<file path="src/design/bsrb_pkg.sv">
`timescale 1ns / 1ps
// shared types and constants for the bilinear reflect-border sampler
// no dependencies
package bsrb_pkg;

	localparam int QDEPTH = 4;
	localparam int QPTR_W = 2;
	localparam int QCNT_W = 3;

	localparam logic CMD_WRITE  = 1'b0;
	localparam logic CMD_SAMPLE = 1'b1;

	localparam int CFG_INDEX_W = 2;
	localparam int CFG_DATA_W  = 11;
	localparam logic [CFG_INDEX_W-1:0] REG_IMAGE_COLS = 2'd0;
	localparam logic [CFG_INDEX_W-1:0] REG_IMAGE_ROWS = 2'd1;

	typedef struct packed {
		logic        cmd;
		logic [9:0]  write_col;
		logic [8:0]  write_row;
		logic [15:0] pixel_value;
		logic [17:0] sample_x;
		logic [16:0] sample_y;
	} req_t;

	typedef struct packed {
		logic [31:0] sample_value;
		logic        out_of_range;
	} rsp_t;

	// one queued operation: a pixel write or a resolved sample
	typedef struct packed {
		logic        cmd;
		logic        out_of_range;
		logic [10:0] col0;
		logic [10:0] col1;
		logic [9:0]  row0;
		logic [9:0]  row1;
		logic [11:0] frac_x;
		logic [11:0] frac_y;
		logic [15:0] pixel_value;
	} qent_t;

endpackage

</file>
<file path="src/design/bsrb_front.sv">
`timescale 1ns / 1ps
// front end: size registers, beat acceptance, range check and reflect-101 neighbours
// depends on bsrb_pkg
module bsrb_front #(
	parameter int MAX_COLS  = 1024,
	parameter int MAX_ROWS  = 512,
	parameter int FRAC_BITS = 8
) (
	input  logic                              clk,
	input  logic                              arst_n,
	input  logic                              cfg_valid,
	output logic                              cfg_ready,
	input  logic [bsrb_pkg::CFG_INDEX_W-1:0]  cfg_index,
	input  logic [bsrb_pkg::CFG_DATA_W-1:0]   cfg_data,
	input  logic                              req_valid,
	output logic                              req_ready,
	input  bsrb_pkg::req_t                    req,
	input  logic                              q_full,
	output logic                              push,
	output bsrb_pkg::qent_t                   ent
);

	localparam int RESET_COLS = (640 > MAX_COLS) ? MAX_COLS : 640;
	localparam int RESET_ROWS = (480 > MAX_ROWS) ? MAX_ROWS : 480;
	localparam logic [17:0] FMASK_X = 18'((2 ** FRAC_BITS) - 1);
	localparam logic [16:0] FMASK_Y = 17'((2 ** FRAC_BITS) - 1);

	logic [10:0] cols_q;
	logic [9:0]  rows_q;
	logic [10:0] cols_new;
	logic [9:0]  rows_new;
	logic [9:0]  rows_raw;
	logic [17:0] xi;
	logic [16:0] yi;
	logic [10:0] col0;
	logic [10:0] col1;
	logic [11:0] col_inc;
	logic [9:0]  row0;
	logic [9:0]  row1;
	logic [10:0] row_inc;
	logic        oor;
	logic        wr_ok;
	logic        is_wr;

	// size registers hold the effective (clamped) value
	always_comb begin
		rows_raw = cfg_data[9:0];
		cols_new = cfg_data;
		if (cfg_data == '0) begin
			cols_new = 11'd1;
		end else if (32'(cfg_data) > MAX_COLS) begin
			cols_new = 11'(MAX_COLS);
		end
		rows_new = rows_raw;
		if (rows_raw == '0) begin
			rows_new = 10'd1;
		end else if (32'(rows_raw) > MAX_ROWS) begin
			rows_new = 10'(MAX_ROWS);
		end
	end

	always_ff @(posedge clk or negedge arst_n) begin
		if (!arst_n) begin
			cols_q <= 11'(RESET_COLS);
			rows_q <= 10'(RESET_ROWS);
		end else if (cfg_valid && cfg_ready) begin
			case (cfg_index)
				bsrb_pkg::REG_IMAGE_COLS: cols_q <= cols_new;
				bsrb_pkg::REG_IMAGE_ROWS: rows_q <= rows_new;
				default: ;
			endcase
		end
	end

	assign cfg_ready = 1'b1;

	// integer position, range check, reflect-101 neighbour
	always_comb begin
		xi      = req.sample_x >> FRAC_BITS;
		yi      = req.sample_y >> FRAC_BITS;
		oor     = (xi >= 18'(cols_q)) || (yi >= 17'(rows_q));
		col0    = xi[10:0];
		row0    = yi[9:0];
		col_inc = 12'(col0) + 12'd1;
		row_inc = 11'(row0) + 11'd1;
		if (col_inc < 12'(cols_q)) begin
			col1 = col_inc[10:0];
		end else if (cols_q == 11'd1) begin
			col1 = '0;
		end else begin
			col1 = cols_q - 11'd2;
		end
		if (row_inc < 11'(rows_q)) begin
			row1 = row_inc[9:0];
		end else if (rows_q == 10'd1) begin
			row1 = '0;
		end else begin
			row1 = rows_q - 10'd2;
		end
	end

	assign is_wr = (req.cmd == bsrb_pkg::CMD_WRITE);
	assign wr_ok = (32'(req.write_col) < MAX_COLS) && (32'(req.write_row) < MAX_ROWS);

	always_comb begin
		ent.cmd          = req.cmd;
		ent.out_of_range = oor;
		ent.col0         = is_wr ? 11'(req.write_col) : col0;
		ent.col1         = col1;
		ent.row0         = is_wr ? 10'(req.write_row) : row0;
		ent.row1         = row1;
		ent.frac_x       = 12'(req.sample_x & FMASK_X);
		ent.frac_y       = 12'(req.sample_y & FMASK_Y);
		ent.pixel_value  = req.pixel_value;
	end

	// writes outside the store are taken and dropped
	assign req_ready = !q_full;
	assign push      = req_valid && req_ready && (!is_wr || wr_ok);

endmodule

</file>
<file path="config.mk">
export PLATFORM = sky130hd
export DESIGN_NAME = bsrb_front
export DESIGN_NICKNAME = d
export VERILOG_FILES = /design/src/design/bsrb_pkg.sv /design/src/design/bsrb_front.sv
export SDC_FILE = /design/constraint.sdc
export NUM_CORES = 1
export LEC_CHECK = 0
export ABC_AREA = 1
export BUFFER_PORTS_ARGS = -buffer_cell sky130_fd_sc_hd__buf_4
export CAP_MARGIN = 40
export CORE_MARGIN = 4
export CORE_UTILIZATION = 44
export CTS_CLUSTER_DIAMETER = 120
export DETAILED_ROUTE_END_ITERATION = 10
export GPL_TIMING_DRIVEN = 0
export PLACE_DENSITY = 0.85
export REMOVE_ABC_BUFFERS = 1
export SETUP_SLACK_MARGIN = 0.15
export SYNTH_ARGS = -nofsm -noshare
export SYNTH_HDL_FRONTEND = slang
export SYNTH_SLANG_ARGS = --single-unit
</file>
<file path="constraint.sdc">
create_clock -name clk -period 1.6 [get_ports clk]
set_input_delay 0.08 -clock clk [delete_from_list [all_inputs] [get_ports clk]]
set_output_delay 0.08 -clock clk [all_outputs]
set_load 0.05 [all_outputs]
</file>
==> results.yml <==
finish:
  fillers: 579
  n_antenna_cell: 0
  area_delta_synth_final_pct: 49.9
  drive_gt1_frac: 0.417
  nets: 863
  postLayoutCellArea_mm2: 0.00559
setup_path:
  worstReg2RegEnd: "cols_q[9]"
  critPathCaptureType: "output pin"
  crit_arrival_ns: 2.21
  r2r-start: "cols_q[9]"
  critPathCapture: "ent[45]"
  cp_num_cells: 16
  ff2ff_path_depth: 4
  crit_path_max_fanout: 5
  r2r_slack_ns: 0.51
  worst_path_max_delay_cell: "ha_1"
  crit_chain: "buf_6 -> ha_2 -> nand2_2 -> nor2_4 -> xor2_1 -> inv_1 -> ha_1 -> nand2_2 -> inv_1 -> nand2_2 -> nand2_1 -> nand2_2 -> nand3_4 -> nand2_1 -> nand2_2 -> buf_8"
  cp_slowest_stage_delay_ns: 0.32
  worstSetupPathType: "in -> out"
  path_buf_inv: 4
  crit_top_cell: "nand2_2"
  timing.critical_path.from: "req[9]"
  worst_ep_required_time_ns: 1.52
  startpoint_type: "primary input"
  critPathTopFamily: "simple AND/OR/NAND/NOR gates"
floorplan:
  fp-row-count: 33
  initial_core_util: 0.454
  dieArea_mm2: 0.0100
  fp.dieH_um: 100
  ios: 176
  dieWidth_um: 100
  core-area_mm2: 0.00822
place:
  gp_congestion: 0.902
  post-dp-hpwl_um: 9310
  placed_cell_area_mm2: 0.00427
  portBuffers: 100
routing:
  drt-pass1-iter-count: 9
  vias: 4889
  wl_um: 15800
  routedWlPerCell_um: 19.0
  vias_per_cell: 5.86
  drc: 0
  antenna_left: 0
  dr.first_iter.drc_count: 464
worst_hold_path:
  holdCritPathClass: "in -> reg"
timing:
  slew_violations: 0
  finalHoldViolCount: 0
  setup_ws_ns: -0.692
  grt_setup_unrepaired: "true"
  fin_skew_ns: 0
  setup_viol: 22
  min_period_over_period: 1.43
  tns_ns: -13.61
  fmax_ghz: 0.436
  fin_crit_ns: 2.29
synthesis:
  dominantRegCellSynth: "dfrtp_1"
  synth_edf_count: 0
  seq_area_frac_synth: 0.143
  synth.distinct_cells: 33
  yosys-top-cells-area: "nand2_1 (20%), ha_1 (15%), dfrtp_1 (10%), buf_4 (9.3%), nand3_1 (8.6%)"
  synth_top_cell_by_area: "nand2_1"
  async_reset_ff_frac: 1.00
  synth_top_area_frac: 0.201
  synth-seq-cells: 21
  syn_area_mm2: 0.00373
  synth_most_common_cell: "nand2_1"
  synth_area_per_cell_um2: 6.00
  synth_warnings: 0
  synthTopCellsByCount: "nand2_1 (200), inv_1 (75), nor2_1 (70), nand3_1 (64), buf_4 (46)"
  synth_cells: 622
clock_tree:
  root_buffer: "clkbuf_8"
  clk_latency_ns: 0.25
  cts_num_sinks: 21
  cts_tree: "built"
  cts.path.max_buffers: 2
  numCtsBuffers: 3
  path_clk_slew_ns: 0.07
  cts_htree_levels: 1
status:
  outcome: "finished, violations left"
  violations: "setup timing"
global_route:
  grt_pass1_vias: 4455
  grt-ovfl-total: 0
  grt_pass1_wl_um: 21600
  antenna_found_initial: 0
  track_usage: 0.264
  grt_max_degree: 33
power:
  ir_worst_vdd_mv: 0.590
  power_leakage_uw: 0.00290
  p_total_uw: 4850
  power_density_mw_per_mm2: 868
job:
  maxCapViolCount: 0
[final cells by class]
cell class / count / area [um2] / share of cell area
tap: 105 / 131 / 0.0235
inverter: 76 / 298 / 0.0532
timing repair buffer: 143 / 1260 / 0.226
clock buffer: 4 / 45.0 / 0.00805
multi-input combinational: 485 / 3320 / 0.593
sequential: 21 / 536 / 0.0957
[power breakdown]
| group | leakage, uW | internal, uW | switching, uW | total (uW) |
|---|---|---|---|---|
| clock network | 0.0000228 | 176 | 150 | 326 |
| logic | 0.00262 | 1410 | 2410 | 3820 |
| registers | 0.000252 | 619 | 90.9 | 710 |
[worst min-delay path by stage]
stage	startpoint	endpoint	slack, ns	cells past startpoint
2_1_floorplan	arst_n	cols_q[0]	-0.22	0
3_3_place_gp	arst_n	rows_q[3]	-0.03	1
3_5_place_dp	arst_n	rows_q[4]	-0.03	1
4_1_cts	cfg_data[5]	rows_q[5]	0.07	3
5_1_grt	cfg_data[5]	rows_q[5]	0.07	3
6_report	cfg_data[5]	rows_q[5]	0.07	3
[per-stage QoR]
stage	setup slack, ns	hold slack, ns	cells	utilization
after floorplan	-0.660	-0.216	577	-
after global placement	-1.10	-0.0333	782	0.519
after detailed placement	-1.16	-0.0291	783	0.520
after CTS	-0.500	0.0710	822	0.631
after global routing	-0.765	0.0707	834	0.681
final	-0.692	0.0730	834	0.681
[logic make-up after synthesis]
logic type / after synthesis / synth area share
other cells: 2 / 0.00201
flops: 21 / 0.143
fa+ha+maj: 44 / 0.148
xor+xnor: 11 / 0.0258
simple gates: 366 / 0.422
mux: 7 / 0.0211
compound gates: 41 / 0.0594
buf+inv: 130 / 0.179
[sequential cells by signal, indices dropped and copies added (netlist names)]
name    count
cols_q     11
rows_q     10
[what timing repair did]
| item | 4_1_cts | 5_1_grt |
|---|---|---|
| cloned | 5 | 0 |
| endpoints found under the hold margin | 21 | 0 |
| setup endpoints to repair | 22 | 24 |
| pin swaps | 50 | 49 |
| buffers inserted | 29 | 12 |
| gates resized for setup | 147 | 73 |
| hold buffers | 1 | 0 |
[tightest hold or removal path: cells and delay by family]
kind	cells	cell delay (ns)
simple gates	2	0.12
buf+inv	1	0.12
[routing by layer]
metal  share of wire  track usage  vias up
li1                -            -     2151
met5          0.0018       0.0359        -
met4           0.065       0.0995        2
met2            0.43        0.421      431
met1            0.39        0.334     2182
met3            0.12       0.0799      123
[cells in the final DEF, fill, tap and decap left out, types with 13 or more instances in the layout]
cell type / synthesis / routed
a21oi_1: 23 / 18
buf_4: 46 / 108
buf_6: 0 / 15
buf_8: 0 / 18
dfrtp_1: 15 / 13
ha_1: 44 / 30
inv_1: 75 / 59
inv_2: 1 / 13
nand2_1: 200 / 152
nand2_2: 0 / 38
nand3_1: 64 / 38
nand3_2: 1 / 21
nor2_1: 70 / 60
(Power assumes the default switching activity.)
