`src/design/bsrb_pkg.sv`:
```
`timescale 1ns / 1ps
// shared types and constants for the bilinear reflect-border sampler
// no dependencies
package bsrb_pkg;

	localparam int QDEPTH = 4;
	localparam int QPTR_W = 2;
	localparam int QCNT_W = 3;

	localparam logic CMD_WRITE  = 1'b0;
	localparam logic CMD_SAMPLE = 1'b1;

	localparam int CFG_INDEX_W = 2;
	localparam int CFG_DATA_W  = 11;
	localparam logic [CFG_INDEX_W-1:0] REG_IMAGE_COLS = 2'd0;
	localparam logic [CFG_INDEX_W-1:0] REG_IMAGE_ROWS = 2'd1;

	typedef struct packed {
		logic        cmd;
		logic [9:0]  write_col;
		logic [8:0]  write_row;
		logic [15:0] pixel_value;
		logic [17:0] sample_x;
		logic [16:0] sample_y;
	} req_t;

	typedef struct packed {
		logic [31:0] sample_value;
		logic        out_of_range;
	} rsp_t;

	// one queued operation: a pixel write or a resolved sample
	typedef struct packed {
		logic        cmd;
		logic        out_of_range;
		logic [10:0] col0;
		logic [10:0] col1;
		logic [9:0]  row0;
		logic [9:0]  row1;
		logic [11:0] frac_x;
		logic [11:0] frac_y;
		logic [15:0] pixel_value;
	} qent_t;

endpackage

```
`src/design/bsrb_queue.sv`:
```
`timescale 1ns / 1ps
// short queue of resolved operations between front and back end
// depends on bsrb_pkg
module bsrb_queue (
	input  logic            clk,
	input  logic            arst_n,
	input  logic            push,
	input  bsrb_pkg::qent_t push_ent,
	output logic            full,
	input  logic            pop,
	output bsrb_pkg::qent_t pop_ent,
	output logic            empty
);

	bsrb_pkg::qent_t                  slot_q [bsrb_pkg::QDEPTH];
	logic [bsrb_pkg::QPTR_W-1:0]      wr_ptr_q;
	logic [bsrb_pkg::QPTR_W-1:0]      rd_ptr_q;
	logic [bsrb_pkg::QCNT_W-1:0]      count_q;

	assign full    = (count_q == bsrb_pkg::QCNT_W'(bsrb_pkg::QDEPTH));
	assign empty   = (count_q == '0);
	assign pop_ent = slot_q[rd_ptr_q];

	always_ff @(posedge clk) begin
		if (push) begin
			slot_q[wr_ptr_q] <= push_ent;
		end
	end

	always_ff @(posedge clk or negedge arst_n) begin
		if (!arst_n) begin
			wr_ptr_q <= '0;
			rd_ptr_q <= '0;
			count_q  <= '0;
		end else begin
			if (push) begin
				wr_ptr_q <= wr_ptr_q + 1'b1;
			end
			if (pop) begin
				rd_ptr_q <= rd_ptr_q + 1'b1;
			end
			case ({push, pop})
				2'b10:   count_q <= count_q + 1'b1;
				2'b01:   count_q <= count_q - 1'b1;
				default: count_q <= count_q;
			endcase
		end
	end

`ifndef SYNTHESIS
	a_no_push_full: assert property (@(posedge clk) disable iff (!arst_n) push |-> !full)
		else $error("queue pushed while full");
	a_no_pop_empty: assert property (@(posedge clk) disable iff (!arst_n) pop |-> !empty)
		else $error("queue popped while empty");
`endif

endmodule

```
`config.mk`:
```
export PLATFORM = sky130hd
export DESIGN_NAME = bsrb_queue
export DESIGN_NICKNAME = d
export VERILOG_FILES = /design/src/design/bsrb_pkg.sv /design/src/design/bsrb_queue.sv
export SDC_FILE = /design/constraint.sdc
export NUM_CORES = 1
export LEC_CHECK = 0
export ABC_AREA = 1
export BUFFER_PORTS_ARGS = -buffer_cell sky130_fd_sc_hd__buf_2
export CAP_MARGIN = 0
export CORE_ASPECT_RATIO = 0.5
export CORE_MARGIN = 2
export CORE_UTILIZATION = 58
export DETAILED_ROUTE_END_ITERATION = 12
export PLACE_DENSITY = 0.8
export SETUP_SLACK_MARGIN = 0.1
export SYNTH_ARGS = -nofsm -noshare
export SYNTH_HDL_FRONTEND = slang
export SYNTH_SLANG_ARGS = --single-unit
```
`constraint.sdc`:
```
create_clock -name clk -period 3.7 [get_ports clk]
set_clock_uncertainty 0.1 [all_clocks]
set_input_delay 0.185 -clock clk [delete_from_list [all_inputs] [get_ports clk]]
set_output_delay 0.185 -clock clk [all_outputs]
set_load 0.05 [all_outputs]
```
==> impl_metrics.json, run 1 <==
{
  "critPathMaxFanout": 47,
  "gp_congestion": 0.795,
  "use_met1": 0.283,
  "drcViolationCount": 0,
  "ys_types": 21,
  "hpwl_um": 16200,
  "rows": 40,
  "finalSetupTns_ps": 0,
  "firstDrtPassIters": 5,
  "fin_util": 0.707,
  "htree_levels": 1,
  "clock-root-buffer": "clkbuf_16",
  "status": "complete, no violations",
  "end_kind": "output pin",
  "multi_input_area_um2": 2550,
  "ios": 174,
  "nFillCells": 1535,
  "wire_per_inst_um": 17.6,
  "tightest_slew_ps": 939,
  "maxSlewHeadroom": 0.374,
  "viasPerCell": 5.32,
  "min_from": "push_ent[6]",
  "overflow": 0,
  "ys_seq_area_frac": 0.731,
  "syn2layout_area_growth_pct": 20.3,
  "die_area_um2": 25500,
  "p_leak_nw": 6.85,
  "final_common_cell": "edfxtp_1",
  "ys_warn_count": 0,
  "fmax_ghz": 0.326,
  "gr-usage-met2": 0.397,
  "register_area_um2": 10300,
  "avgSynthCellArea_um2": 13.6,
  "port_buffers": 173,
  "cts_buffer_depth": 3,
  "busiest_layer": "met2",
  "drtAntennaViolNets": 0,
  "path_clk_slew_ps": 70,
  "synthCells": 1029,
  "initial_core_util": 0.588,
  "grt_usage": 0.223,
  "grt_pass1_vias": 8691,
  "vias": 8597,
  "grt_pass1_wl_um": 44200,
  "maxCapViolCount": 0,
  "grt_max_degree": 91,
  "ir_drop_mv": 0.768,
  "mostFrequentLayoutCells": "edfxtp_1, nand2_1, inv_1",
  "syn_area_um2": 14000,
  "reg2reg_depth": 5,
  "clkSinkCount": 343,
  "holdPathStages": 2,
  "cts_inserted_buffers": 29,
  "r2r_slack_ps": 1560,
  "fp.dieW_um": 224,
  "crit_arrival_ps": 2780,
  "synth_fp_nets": 1123,
  "report.final.slew_viol_count": 0,
  "finalSetupViolCount": 0,
  "rr_startpoint": "wr_ptr_q[0]",
  "cellPowerDensity_nw_per_um2": 908,
  "drive_above_1_share": 0.210,
  "n_antenna_cell": 0,
  "tritoncts": "built",
  "core-area_um2": 23900,
  "clk_latency_ps": 550,
  "hold_viol": 0,
  "post-route-min-period_ps": 3070,
  "antenna_found_initial": 0,
  "fin_crit_sh": 0.830,
  "use_met3": 0.0355,
  "startpoint_type": "flop",
  "path_class": "reg -> out",
  "r2r_end": "slot_q[2][44]",
  "drt_iter0_markers": 790,
  "hold_class": "in -> reg",
  "whs_endpoint": "slot_q[1][6]",
  "synth-seq-cells": 343,
  "rsz0062_at_grt": "no",
  "dieHeight_um": 114,
  "nets": 1372,
  "required_ps": 3410,
  "wl_um": 28500
}
==> sequential cells by signal (all words and copies together), names as in the netlist <==
| signal | flops |
|---|---|
| count_q | 3 |
| rd_ptr_q | 2 |
| slot_q | 336 |
| wr_ptr_q | 2 |
==> metal layers <==
layer,vias to the layer above,share of wire
li1,4076,-
met1,4228,0.42
met2,236,0.51
met3,57,0.045
met4,0,0.025
met5,-,0
==> cells in the mapped netlist <==
master	instances	area, um^2
xnor2_1	1	8.76
clkbuf_1	6	22.5
o211ai_1	137	1030
buf_4	6	45.0
xor2_1	3	26.3
buf_6	33	372
nand2_1	263	987
fa_1	1	20.0
o211ai_2	31	388
buf_2	9	45.0
ha_1	5	62.6
nand4_1	1	6.26
nand3_1	1	5.00
inv_1	181	679
buf_12	1	20.0
dfrtp_1	7	175
inv_2	1	3.75
edfxtp_1	336	10100
o21ai_0	2	10.0
nor3_1	2	10.0
buf_8	2	30.0
==> how the worst max path moves through the flow <==
stage / slack (ps) / cells after the start / end / start
after floorplan: 850 / 4 / slot_q[2][0] / wr_ptr_q[0]
after global placement: 1260 / 5 / pop_ent[45] / rd_ptr_q[1]
after detailed placement: 1230 / 5 / pop_ent[29] / rd_ptr_q[1]
after CTS: 610 / 5 / pop_ent[29] / rd_ptr_q[1]
after global routing: 490 / 5 / pop_ent[30] / rd_ptr_q[1]
final: 630 / 5 / pop_ent[73] / rd_ptr_q[1]
==> kinds of logic after synthesis <==
logic type               after synthesis  synth area share
flip-flops                           343             0.731
AND/OR/NAND/NOR                      267            0.0719
buffers and inverters                239            0.0867
AO/OA/AOI/OAI                        170             0.102
adder cells (fa/ha/maj)                6           0.00588
XOR/XNOR                               4           0.00250
==> power by group <==
group	leakage, nW	switching (W)	total, W	internal [W]
Sequential	3.17	0.000424	0.00551	0.00508
Clock	0.519	0.00135	0.00332	0.00197
Combinational	3.16	0.00498	0.00651	0.00153
==> final cells by class <==
class,count,area share
flip-flops and latches,343,0.608
multi-input cells,447,0.151
repair buffers,275,0.114
clock buffers,34,0.0453
inverters,182,0.0412
well taps,315,0.0233
clock inverters,20,0.0165
==> through the flow <==
| step | cell area [um^2] | worst slack, ps | total power [W] | instances | hold WS [ps] |
|---|---|---|---|---|---|
| floorplan | 14000 | 853 | 0.0108 | 1029 | -211 |
| global placement | 15000 | 1260 | 0.0118 | 1474 | -71.9 |
| detailed placement | 15000 | 1230 | 0.0120 | 1474 | -67.5 |
| CTS | 16900 | 613 | 0.0154 | 1616 | 251 |
| global route | 16900 | 492 | 0.0160 | 1616 | 265 |
| finish | 16900 | 630 | 0.0153 | 1616 | 272 |
==> what timing repair did <==
action	CTS	global route
hold endpoints to repair	349	0
setup buffers	0	0
hold buffers	88	0
gates resized for setup	0	0
==> critical path, cell delays in order (launching register included) <==
cell and delay (ps):
dfrtp_4 700, inv_4 600, buf_4 390, o211ai_1 140
nand2_1 110, buf_2 260
(Power assumes the default switching activity.)
==> inputs of run 2 (changes only) <==
--- a/config.mk
+++ b/config.mk
@@ -5,14 +5,14 @@
 export SDC_FILE = /design/constraint.sdc
 export NUM_CORES = 1
 export LEC_CHECK = 0
-export ABC_AREA = 1
+export ABC_AREA = 0
 export BUFFER_PORTS_ARGS = -buffer_cell sky130_fd_sc_hd__buf_2
 export CAP_MARGIN = 0
 export CORE_ASPECT_RATIO = 0.5
 export CORE_MARGIN = 2
-export CORE_UTILIZATION = 58
+export CORE_UTILIZATION = 51
 export DETAILED_ROUTE_END_ITERATION = 12
-export PLACE_DENSITY = 0.8
+export PLACE_DENSITY = 0.75
 export SETUP_SLACK_MARGIN = 0.1
 export SYNTH_ARGS = -nofsm -noshare
 export SYNTH_HDL_FRONTEND = slang
==> constraint.sdc (replaced) <==
create_clock -name clk -period 2.65 [get_ports clk]
set_clock_uncertainty 0.1 [all_clocks]
set_input_delay 0.1325 -clock clk [delete_from_list [all_inputs] [get_ports clk]]
set_output_delay 0.1325 -clock clk [all_outputs]
set_load 0.05 [all_outputs]
==> impl_metrics.json, run 2 <==
{
  "clkSinkCount": 343,
  "drtAntennaViolNets": 0,
  "synthCells": 476,
  "path_clk_slew_ps": 70,
  "wire_per_inst_um": 21.0,
  "overflow": 0,
  "cellPowerDensity_nw_per_um2": 1210,
  "firstDrtPassIters": 4,
  "min_from": "push_ent[14]",
  "antenna_found_initial": 0,
  "finalWorstSetupSlack_ps": 259,
  "r2r_slack_ps": 850,
  "port_buffers": 173,
  "synth_top_family_by_area": "multiplexers",
  "whs_endpoint": "slot_q[3][14]",
  "tritoncts": "built",
  "grt_pass1_wl_um": 36000,
  "startpoint_type": "flop",
  "drt_iter0_markers": 360,
  "gp_congestion": 0.713,
  "cts_resized": 0,
  "syn_area_um2": 12600,
  "p_total_w": 0.0191,
  "path_buf_inv": 3,
  "tightest_slew_ps": 521,
  "ir_drop_mv": 0.775,
  "grt_usage": 0.187,
  "synth_fa_ha_area_frac": 0.00658,
  "status": "complete, no violations",
  "grt_pass1_vias": 6330,
  "cts_inserted_buffers": 29,
  "holdPathStages": 2,
  "path_class": "reg -> out",
  "nets": 867,
  "path_cells": "buf_4 -> buf_12 -> mux4_2 -> buf_2",
  "required_ps": 2420,
  "slowest_delay_ps": 540,
  "synth.cells.most_frequent": "edfxtp_1, mux4_2, dfrtp_1, buf_2, inv_1",
  "maxSlewHeadroom": 0.653,
  "synth-seq-cells": 343,
  "syn2layout_area_growth_pct": 25.8,
  "hold_viol": 0,
  "ys_seq_area_frac": 0.817,
  "synth-main-ff-cell": "edfxtp_1",
  "synth_xor_area_frac": 0.00418,
  "core-area_um2": 24100,
  "largest_reg_flops": 336,
  "top_regs": "slot_q (336), count_q (3)",
  "initial_core_util": 0.522,
  "end_kind": "output pin",
  "post-route-min-period_ps": 2390,
  "rsz0062_at_grt": "no",
  "yosysMostFrequentCell": "edfxtp_1",
  "mostFrequentLayoutCells": "edfxtp_1, buf_2, dlygate4sd3_1",
  "dp_slack_ps": 604,
  "maxCapViolCount": 0,
  "ys_warn_count": 0,
  "dieHeight_um": 115,
  "synthSimpleGateAreaFrac": 0.00408,
  "synth-edff-count": 336,
  "hpwl_um": 13700,
  "rr_startpoint": "wr_ptr_q[0]",
  "drive_above_1_share": 0.411,
  "finalSetupTns_ps": 0,
  "synth_fp_nets": 570,
  "avgSynthCellArea_um2": 26.4,
  "viasPerCell": 5.22,
  "hold_slack_ps": 224,
  "synth_top_area_cell": "edfxtp_1",
  "n_antenna_cell": 0,
  "htree_levels": 1,
  "critPathMaxFanout": 8,
  "fin_util": 0.656,
  "synth_mux_area_frac": 0.151,
  "synthTopCellsByArea": "edfxtp_1, mux4_2, dfrtp_1",
  "clk_latency_ps": 550,
  "synth_compound_gate_area_share": 0.000797,
  "largest_register": "slot_q",
  "reg2reg_depth": 4,
  "cts_buffer_depth": 3,
  "fp.dieW_um": 226,
  "report.final.slew_viol_count": 0,
  "crit_arrival_ps": 2160,
  "ys_types": 19,
  "hold_class": "in -> reg",
  "grt_max_degree": 85,
  "fin_crit_sh": 0.902,
  "wl_um": 23800,
  "finalSetupViolCount": 0,
  "crit_slowest_cell": "dfrtp_4",
  "r2r_end": "slot_q[2][61]",
  "final_common_cell": "edfxtp_1",
  "synthArstFlopShare": 0.0204,
  "vias": 5906,
  "p_leak_nw": 5.50,
  "die_area_um2": 26000,
  "ios": 174,
  "rows": 40,
  "fmax_ghz": 0.418,
  "path_delay_family": "buffers and inverters",
  "clock-root-buffer": "clkbuf_16",
  "yosysTopAreaCellShare": 0.803,
  "drcViolationCount": 0
}
-- run 2: cell types whose count changed in the layout (fill, tap and decap cells not counted), sizes merged, moves of 4 or more --
| cell | before | now |
|---|---|---|
| inv | 184 | 7 |
| nand2 | 263 | 3 |
| clkinv | 11 | 18 |
| o211ai | 168 | 0 |
| and2 | 0 | 4 |
| buf | 187 | 197 |
| mux4 | 0 | 84 |
| bufinv | 7 | 2 |
-- run 2: worst max path at each step --
stage | startpoint | to | slack, ps | cells after the start
after floorplan | wr_ptr_q[0] | slot_q[2][0] | 450 | 3
after global placement | rd_ptr_q[0] | pop_ent[43] | 610 | 3
after detailed placement | rd_ptr_q[0] | pop_ent[43] | 600 | 3
after CTS | rd_ptr_q[0] | pop_ent[63] | 130 | 3
after global routing | rd_ptr_q[0] | pop_ent[11] | 170 | 4
final | rd_ptr_q[0] | pop_ent[11] | 260 | 4
-- run 2: per-stage QoR --
| stage | cell area, um^2 | std cells |
|---|---|---|
| final | 15800 | 1132 |
| after detailed placement | 14000 | 983 |
| after CTS | 15700 | 1126 |
| after global routing | 15800 | 1132 |
| after global placement | 14000 | 983 |
| after floorplan | 12600 | 476 |
-- run 2: area by class of cell --
| class | count | area, um^2 |
|---|---|---|
| multi-input combinational | 108 | 2100 |
| clock inverter | 21 | 150 |
| inverter | 6 | 22.5 |
| fill | 1571 | 8270 |
| clock buffer | 33 | 741 |
| timing repair buffer | 285 | 2100 |
| tap | 336 | 420 |
| sequential | 343 | 10300 |
-- run 2: metal layers --
layer  global-route usage  up-vias  wire, um
met1                0.249     3103     10000
met3               0.0345       32       945
met5                    0        -         0
li1                     -     2643         -
met4               0.0517        0       516
met2                0.325      128     12400
-- run 2: logic make-up after synthesis --
group                      count (synthesis)
DFF                                      343
muxes                                     84
buffers and inverters                     25
and+or+nand+nor                           10
xor gates and xnor gates                   6
adders and majority gates                  6
AOI/OAI and AO/OA                          2
-- run 2: what timing repair did --
action | 4_1_cts | 5_1_grt
hold endpoints to repair | 349 | 0
buffers inserted | 1 | 6
hold buffers | 88 | 0
setup endpoints to repair | 57 | 1
-- run 2: where the power goes --
group	switching, W	total (W)	internal (W)
combinational	0.00524	0.00774	0.00250
sequential	0.000271	0.00736	0.00709
clock	0.00184	0.00404	0.00220
total	0.00735	0.0191	0.0118
==> inputs of run 3 (changes only) <==
==> constraint.sdc (replaced) <==
create_clock -name clk -period 2.65 [get_ports clk]
set_clock_uncertainty 0.1 [all_clocks]
set_input_delay 0.1325 -clock clk [delete_from_list [all_inputs] [get_ports clk]]
set_output_delay 0.1325 -clock clk [all_outputs]
set_load 0.02 [all_outputs]
==> impl_metrics.json, run 3 (synthesis results as in run 2) <==
{
  "status": "complete, no violations",
  "path_class": "reg -> out",
  "r2r_slack_ps": 890,
  "r2r_end": "slot_q[1][60]",
  "fmax_ghz": 0.408,
  "grt_pass1_vias": 6370,
  "report.final.slew_viol_count": 0,
  "p_leak_nw": 5.47,
  "die_area_um2": 26000,
  "rr_startpoint": "wr_ptr_q[1]",
  "maxCapViolCount": 0,
  "wl_met2_um": 12800,
  "initial_core_util": 0.522,
  "port_buffers": 173,
  "ios": 174,
  "rsz0062_at_grt": "yes",
  "hold_class": "in -> reg",
  "maxSlewHeadroom": 0.605,
  "startpoint": "rd_ptr_q[0]",
  "cp-endpoint": "pop_ent[42]",
  "grt_max_degree": 85,
  "clkSinkCount": 343,
  "final_cells": 1122,
  "overflow": 0,
  "syn2layout_area_growth_pct": 25.6,
  "required_ps": 2420,
  "clk_latency_ps": 550,
  "drcViolationCount": 0,
  "crit_arrival_ps": 2220,
  "cts_buffer_depth": 3,
  "wire_per_inst_um": 21.4,
  "cellPowerDensity_nw_per_um2": 1110,
  "core-area_um2": 24100,
  "wl_met1_um": 9950,
  "startpoint_type": "flop",
  "vias": 5925,
  "fin_crit_sh": 0.926,
  "drtAntennaViolNets": 0,
  "wl_um": 24000,
  "wl_met3_um": 771,
  "grt_usage": 0.186,
  "drive_above_1_share": 0.402,
  "hpwl_um": 13000,
  "finalSetupViolCount": 0,
  "final_common_cell": "edfxtp_1",
  "n_antenna_cell": 0,
  "end_kind": "output pin",
  "rows": 40,
  "hold_viol": 0,
  "dieHeight_um": 115,
  "mostFrequentLayoutCells": "edfxtp_1, buf_2, dlygate4sd3_1",
  "cts_inserted_buffers": 30,
  "fp.dieW_um": 226,
  "tightest_slew_ps": 592,
  "largest_register": "slot_q",
  "tritoncts": "built",
  "ir_drop_mv": 0.538,
  "drt_iter0_markers": 436,
  "firstDrtPassIters": 4,
  "htree_levels": 1,
  "top_layer_used": "met4",
  "post-route-min-period_ps": 2450,
  "place_inst": 977,
  "reg2reg_depth": 4,
  "finalSetupTns_ps": 0,
  "nets": 856,
  "fin_util": 0.655,
  "clock-root-buffer": "clkbuf_16",
  "gp_congestion": 0.709,
  "path_clk_slew_ps": 70,
  "viasPerCell": 5.28,
  "largest_reg_flops": 336,
  "top_regs": "slot_q (336), count_q (3)",
  "grt_pass1_wl_um": 36200,
  "critPathMaxFanout": 43,
  "antenna_found_initial": 0
}
==> run 3: cell count changes in the layout (fill, tap and decap cells not counted) <==
cell,before,now
clkinv_4,1,0
buf_16,0,1
inv_6,1,0
clkbuf_8,0,2
bufinv_16,2,5
clkbuf_1,4,12
clkinv_1,10,3
buf_4,10,4
clkinv_2,7,3
buf_12,13,6
clkbuf_16,29,31
==> run 3: where the power goes <==
group	internal, W	leakage [nW]	switching, W
Sequential	0.00710	3.17	0.000343
Combinational	0.00230	1.81	0.00320
Clock	0.00269	0.498	0.00182
==> run 3: critical path, cell delays in order, from the launching register on <==
cell	delay (ps)
dfrtp_4	540
buf_16	340
mux4_2	570
buf_2	180
==> run 3: stage by stage <==
stage / hold WS (ps) / setup slack (ps) / power, W / area, um^2
CTS: 199 / 146 / 0.0176 / 15800
global route: 224 / 87.8 / 0.0182 / 15800
global placement: -127 / 736 / 0.0129 / 13800
detailed placement: -123 / 724 / 0.0130 / 13800
floorplan: -263 / 448 / 0.0113 / 12600
finish: 234 / 197 / 0.0175 / 15800
==> run 3: area by class of cell <==
class                           count  area [um^2]
Tap cell                          336          420
Clock inverter                     11          176
Inverter                            6         22.5
Timing Repair Buffer              273         1940
Multi-Input combinational cell    108         2100
Sequential cell                   343        10300
Fill cell                        1543         8300
Clock buffer                       45          848
==> run 3: routing by layer <==
layer  vias to the layer above  global-route usage
li1                       2615                   -
met2                       123               0.330
met5                         -                   0
met4                         0              0.0450
met1                      3153               0.245
met3                        34              0.0332
==> run 3: how the worst min path moves through the flow <==
stage	from	end	slack, ps	cells past startpoint
after CTS	push_ent[42]	slot_q[2][42]	200	2
after global placement	arst_n	wr_ptr_q[0]	-130	1
after detailed placement	arst_n	wr_ptr_q[0]	-120	1
after floorplan	arst_n	count_q[0]	-260	0
after global routing	push_ent[81]	slot_q[2][81]	220	2
final	push_ent[15]	slot_q[1][15]	230	2
==> run 3: repair_timing <==
item                                   CTS  global route
setup endpoints to repair                0            24
buffers inserted                         0             1
hold buffers                            88             0
gates resized for setup                  0             1
endpoints found under the hold margin  349             0
